===== config.mk =====
export PLATFORM = sky130hd
export DESIGN_NAME = mau_ctrl
export DESIGN_NICKNAME = d
export VERILOG_FILES = /design/src/hdl/mau_pkg.sv /design/src/hdl/mau_ctrl.sv
export SDC_FILE = /design/constraint.sdc
export NUM_CORES = 1
export LEC_CHECK = 0
export ABC_AREA = 1
export ABC_CLOCK_PERIOD_IN_PS = 2120
export CORE_AREA = 2 2 39 41
export CTS_CLUSTER_DIAMETER = 80
export DETAILED_ROUTE_END_ITERATION = 12
export DIE_AREA = 0 0 41 43
export DONT_BUFFER_PORTS = 1
export HOLD_SLACK_MARGIN = 0.05
export REMOVE_ABC_BUFFERS = 1
export SKIP_CTS_REPAIR_TIMING = 1
export SLEW_MARGIN = 20
export SYNTH_ARGS = -nofsm -noshare
export SYNTH_HDL_FRONTEND = slang
export SYNTH_SLANG_ARGS = --single-unit

===== constraint.sdc =====
create_clock -name clk -period 2.12 [get_ports clk]
set_input_delay 0.424 -clock clk [delete_from_list [all_inputs] [get_ports clk]]
set_output_delay 0.424 -clock clk [all_outputs]
set_load 0.03 [all_outputs]

===== src/hdl/mau_pkg.sv =====
// Shared constants, command type and the exponential lookup table for the
// Metropolis acceptance unit. No dependencies.
`default_nettype none

package mau_pkg;

    // Field and counter widths.
    localparam int ENERGY_W        = 32;
    localparam int BETA_W          = 24;
    localparam int RAND_WIDTH      = 16;
    localparam int COUNT_WIDTH     = 40;
    // Table depth must be a power of two: the index is the top bits of the fraction.
    localparam int EXP_TABLE_DEPTH = 64;
    localparam int IDX_W           = $clog2(EXP_TABLE_DEPTH);

    // Beta reset value, 1.0 in Q8.16.
    localparam logic [BETA_W-1:0] BETA_RESET = BETA_W'(65536);

    // Datapath widths.
    localparam int DIFF_W     = ENERGY_W + 1;
    localparam int PROD_W     = DIFF_W + BETA_W + 1;
    localparam int ZERO_SHIFT = 37;          // 32.0 in Q.32
    localparam int MAG_LO_W   = 20;
    localparam int MAG_HI_W   = ZERO_SHIFT - MAG_LO_W;
    localparam int LOG2E_W    = 25;
    localparam logic [LOG2E_W-1:0] LOG2E_Q24 = LOG2E_W'(24204406);
    localparam int PART_LO_W  = MAG_LO_W + LOG2E_W;
    localparam int PART_HI_W  = MAG_HI_W + LOG2E_W;
    localparam int SUM_W      = ZERO_SHIFT + LOG2E_W;
    localparam int Y_SHIFT    = 24;
    localparam int Y_W        = SUM_W - Y_SHIFT;
    localparam int FRAC_W     = 32;
    localparam int K_W        = Y_W - FRAC_W;
    localparam int K_LIMIT    = 63;
    localparam int ENTRY_W    = RAND_WIDTH + 1;

    // Table construction constants.
    localparam logic [63:0] LN2_Q32      = 64'd2977044472;
    localparam int          SERIES_TERMS = 24;
    localparam int          ROUND_SHIFT  = 32 - RAND_WIDTH;

    typedef logic [ENTRY_W-1:0] exp_entry_t;
    typedef exp_entry_t [EXP_TABLE_DEPTH-1:0] exp_table_t;

    // Commands from controller to datapath, one step per cycle unless decide waits.
    typedef struct packed {
        logic capture;
        logic mul;
        logic reduce;
        logic log_step;
        logic finish;
    } cmd_t;

    // 2^-(i/D) in Q1.RAND_WIDTH, from an alternating exp(-z) series in Q.32.
    function automatic exp_table_t build_exp_table();
        exp_table_t         t;
        logic [63:0]        z;
        logic [63:0]        term;
        logic signed [63:0] sum;
        logic [63:0]        s;
        for (int i = 0; i < EXP_TABLE_DEPTH; i++) begin
            z    = (64'(i) * LN2_Q32) / EXP_TABLE_DEPTH;
            term = 64'd1 << 32;
            sum  = $signed(term);
            for (int n = 1; n <= SERIES_TERMS; n++) begin
                term = ((term * z) >> 32) / 64'(n);
                if ((n & 1) != 0) begin
                    sum = sum - $signed(term);
                end
                else begin
                    sum = sum + $signed(term);
                end
            end
            s    = $unsigned(sum);
            t[i] = ENTRY_W'((s + (64'd1 << (ROUND_SHIFT - 1))) >> ROUND_SHIFT);
        end
        return t;
    endfunction

    localparam exp_table_t EXP_TABLE = build_exp_table();

endpackage

`default_nettype wire


===== src/hdl/mau_ctrl.sv =====
// Sequencing state machine of the Metropolis acceptance unit.
// Depends on mau_pkg for the command struct.
`default_nettype none

module mau_ctrl (
    input  wire logic        clk,
    input  wire logic        rst_n,
    input  wire logic        in_valid,
    output logic             in_stall,
    output logic             out_valid,
    input  wire logic        out_stall,
    output mau_pkg::cmd_t    cmd
);

    localparam logic [2:0] S_IDLE   = 3'd0;
    localparam logic [2:0] S_MUL    = 3'd1;
    localparam logic [2:0] S_REDUCE = 3'd2;
    localparam logic [2:0] S_LOG    = 3'd3;
    localparam logic [2:0] S_DECIDE = 3'd4;

    logic [2:0] state_reg;
    logic [2:0] state_next;
    logic       out_valid_reg;
    logic       out_valid_next;
    logic       out_free;

    assign in_stall  = (state_reg != S_IDLE);
    assign out_valid = out_valid_reg;
    assign out_free  = !out_valid_reg || !out_stall;

    always_comb
    begin
        state_next     = state_reg;
        out_valid_next = out_valid_reg && out_stall;
        cmd            = '0;
        unique case (state_reg)
            S_IDLE:
            begin
                if (in_valid) begin
                    cmd.capture = 1'b1;
                    state_next  = S_MUL;
                end
            end
            S_MUL:
            begin
                cmd.mul    = 1'b1;
                state_next = S_REDUCE;
            end
            S_REDUCE:
            begin
                cmd.reduce = 1'b1;
                state_next = S_LOG;
            end
            S_LOG:
            begin
                cmd.log_step = 1'b1;
                state_next   = S_DECIDE;
            end
            S_DECIDE:
            begin
                // Wait here until the output register can take the result.
                if (out_free) begin
                    cmd.finish     = 1'b1;
                    out_valid_next = 1'b1;
                    state_next     = S_IDLE;
                end
            end
            default:
            begin
                state_next = S_IDLE;
            end
        endcase
    end

    always_ff @(posedge clk or negedge rst_n)
    begin
        if (!rst_n) begin
            state_reg     <= S_IDLE;
            out_valid_reg <= 1'b0;
        end
        else begin
            state_reg     <= state_next;
            out_valid_reg <= out_valid_next;
        end
    end

    // A result never overwrites one that is still waiting.
    a_finish_free: assert property (@(posedge clk) disable iff (!rst_n)
        cmd.finish |-> (!out_valid_reg || !out_stall))
        else $error("result written while output beat pending");

    // An accepted beat starts the multiply step next cycle.
    a_accept_mul: assert property (@(posedge clk) disable iff (!rst_n)
        (in_valid && !in_stall) |=> (state_reg == S_MUL))
        else $error("accepted beat did not start the multiply");

    // Output valid rises only from a finish command.
    a_valid_rise: assert property (@(posedge clk) disable iff (!rst_n)
        $rose(out_valid_reg) |-> $past(cmd.finish))
        else $error("output valid rose without a result");

endmodule

`default_nettype wire


==> reports/metrics.yaml <==
outcome:
  status: "complete, no violations"
placement:
  portBuffers: 0
  dpl-instance-area_sq_um: 226
  gp_congestion: 0.631
  hpwl_microns: 344
clocking:
  cts.sinks: 4
  clock_path_buffers: 2
  htreeDepth: 1
  cts_tree: "yes"
  cts_buffers: 3
  clkLatencyLatePin_ns: 0.23
  cts.clk_slew.worst_paths_ns: 0.03
  cts_root_buffer: "clkbuf_4"
floorplan:
  rows: 14
  die_y_microns: 43
  design.portCount: 11
  core_sq_um: 1380
  start_util_pct: 14.9
  die_w_microns: 41
  fp.dieArea_sq_um: 1760
timing:
  max-slew-margin-rel_pct: 62.4
  finalCritPeriodShare_pct: 84.6
  finalSetupTns_ns: 0
  setup_viol: 0
  finalHoldViolCount: 0
  rsz0062_at_grt: "no"
  drv_slew: 0
  finalCriticalPeriod_ns: 1.79
  worst_pin_slew_ns: 0.562
  fmax_mhz: 558
  finClkSkew_ns: 0.00276
  timing.hold.ws_ns: 0.360
layout:
  stdcell_area_sq_um: 259
  area_delta_synth_final_pct: 25.5
  fin_util_pct: 18.7
  layout.nets: 37
  largest_reg_flops: 3
  drive_gt1_share_pct: 22.6
  nFillCells: 156
  diodes: 0
synth:
  synth_area_leader_cell: "dfrtp_1"
  ys_seq_elements: 4
  netlist_area_sq_um: 206
  synth_area_leaders: "dfrtp_1 (48%), inv_1 (13%), nand2_1 (9.1%)"
  synth_cell_types: 11
  syn_area_per_cell_sq_um: 7.65
  seq_area_frac_synth_pct: 48.5
  synth.top_cell.area_share_pct: 48.5
  syn_inst: 27
  yosysWarnings: 0
detailed_routing:
  ant_nets: 0
  wl_microns: 396
  routed-via-count: 168
  drt-pass1-iter-count: 2
  post_drt_wl_per_cell_microns: 8.43
  drtIter0Drc: 7
  via_per_inst: 3.57
  drc: 0
setup_path:
  r2r-end: "state_reg[2]"
  cp_data_arrival_time_ns: 1.37
  r2r_setup_slack_ns: 1.25
  startpoint_type: "flop"
  reg2reg_from: "out_valid"
  crit_fanout: 6
  crit_family: "simple AND/OR/NAND/NOR gates"
  path_buf_inv: 1
  crit_path_cell_trace: "nor2_2, nand2_1, nor2_1, buf_4"
  required_ns: 1.70
  ff2ff_path_depth: 2
  cpPeakStageDelay_ns: 0.42
  end_kind: "primary output"
  critPathSlowestCell: "dfrtp_1"
  crit_type: "flop to primary output"
pwr:
  total_power_uw: 493
  internal_power_uw: 226
  peakVddDrop_uv: 351
  pwr-share-comb_pct: 48.1
  switchingPower_uw: 267
  pwr-share-seq_pct: 33.4
  clock_power_share_pct: 18.5
  p_leak_uw: 0.000155
  p_sw_share_pct: 54.2
  cellPowerDensity_nw_per_um2: 1900
global_route:
  grt_start_max_net_pins: 7
  grt_pass1_wl_microns: 614
  grt_pass1_vias: 165
  gr-total-overflow: 0
  antenna_found_initial: 0
  grt_use_total_pct: 6.25
min_path:
  hold_end: "state_reg[0]"
  holdPathStages: 2
  hold_start: "in_valid"
  holdCritPathClass: "input pin to flop"
run:
  maxCapViolations: 0
## power by group through the flow
stage | Sequential [uW] | Combinational (uW) | Clock (uW)
global placement | 165 | 237 | 0
finish | 165 | 237 | 91.5
floorplan | 160 | 205 | 0
detailed placement | 166 | 239 | 0
CTS | 165 | 239 | 96.2
global route | 169 | 264 | 103
## layer usage
metal | track usage [%] | part of all wire [%]
met5 | 0 | 0
met4 | 8.00 | 0
met3 | 5.76 | 11
met2 | 8.44 | 53
met1 | 3.91 | 36
## cell type report
type / instances / area (sq um) / share of cell area [%]
Sequential cell: 4 / 100 / 38.6
Tap cell: 16 / 20.0 / 7.73
Timing Repair Buffer: 2 / 17.5 / 6.76
Clock buffer: 3 / 22.5 / 8.70
Multi-Input combinational cell: 15 / 72.6 / 28.0
Inverter: 7 / 26.3 / 10.1
## cells in the mapped netlist
| master | n |
|---|---|
| inv_1 | 7 |
| nand2_1 | 5 |
| dfrtp_1 | 4 |
| nor2_1 | 4 |
| buf_4 | 1 |
| nand2_2 | 1 |
| nand3_1 | 1 |
| nor2_2 | 1 |
| o211ai_1 | 1 |
| o21ai_0 | 1 |
| o21ai_2 | 1 |
## layout by cell type (no fill, tap or decap), drive strengths merged
cell	instances
inv	7
nand2	6
nor2	5
dfrtp	4
clkbuf	3
o21ai	2
nand3	1
o211ai	1
dlygate4sd3	1
buf	1
## how the worst max path moves through the flow
stage,from,end,slack [ns],cells past startpoint
floorplan,state_reg[1],cmd[4],0.46,3
global placement,out_valid,cmd[0],0.57,3
detailed placement,state_reg[1],cmd[4],0.56,4
CTS,state_reg[1],cmd[4],0.31,4
global route,state_reg[1],cmd[4],0.23,4
finish,state_reg[1],cmd[4],0.33,4
## through the flow
step                      std cells  setup WS, ns
after global routing             47         0.228
after global placement           43         0.571
final                            47         0.327
after detailed placement         43         0.561
after floorplan                  26         0.458
after CTS                        46         0.309
## logic make-up after synthesis
logic type | share of synthesized area [%]
AOI/OAI and AO/OA | 10.3
buffers and inverters | 16.4
DFF | 48.5
and+or+nand+nor | 24.8
Power figures use the tool's default switching activity.
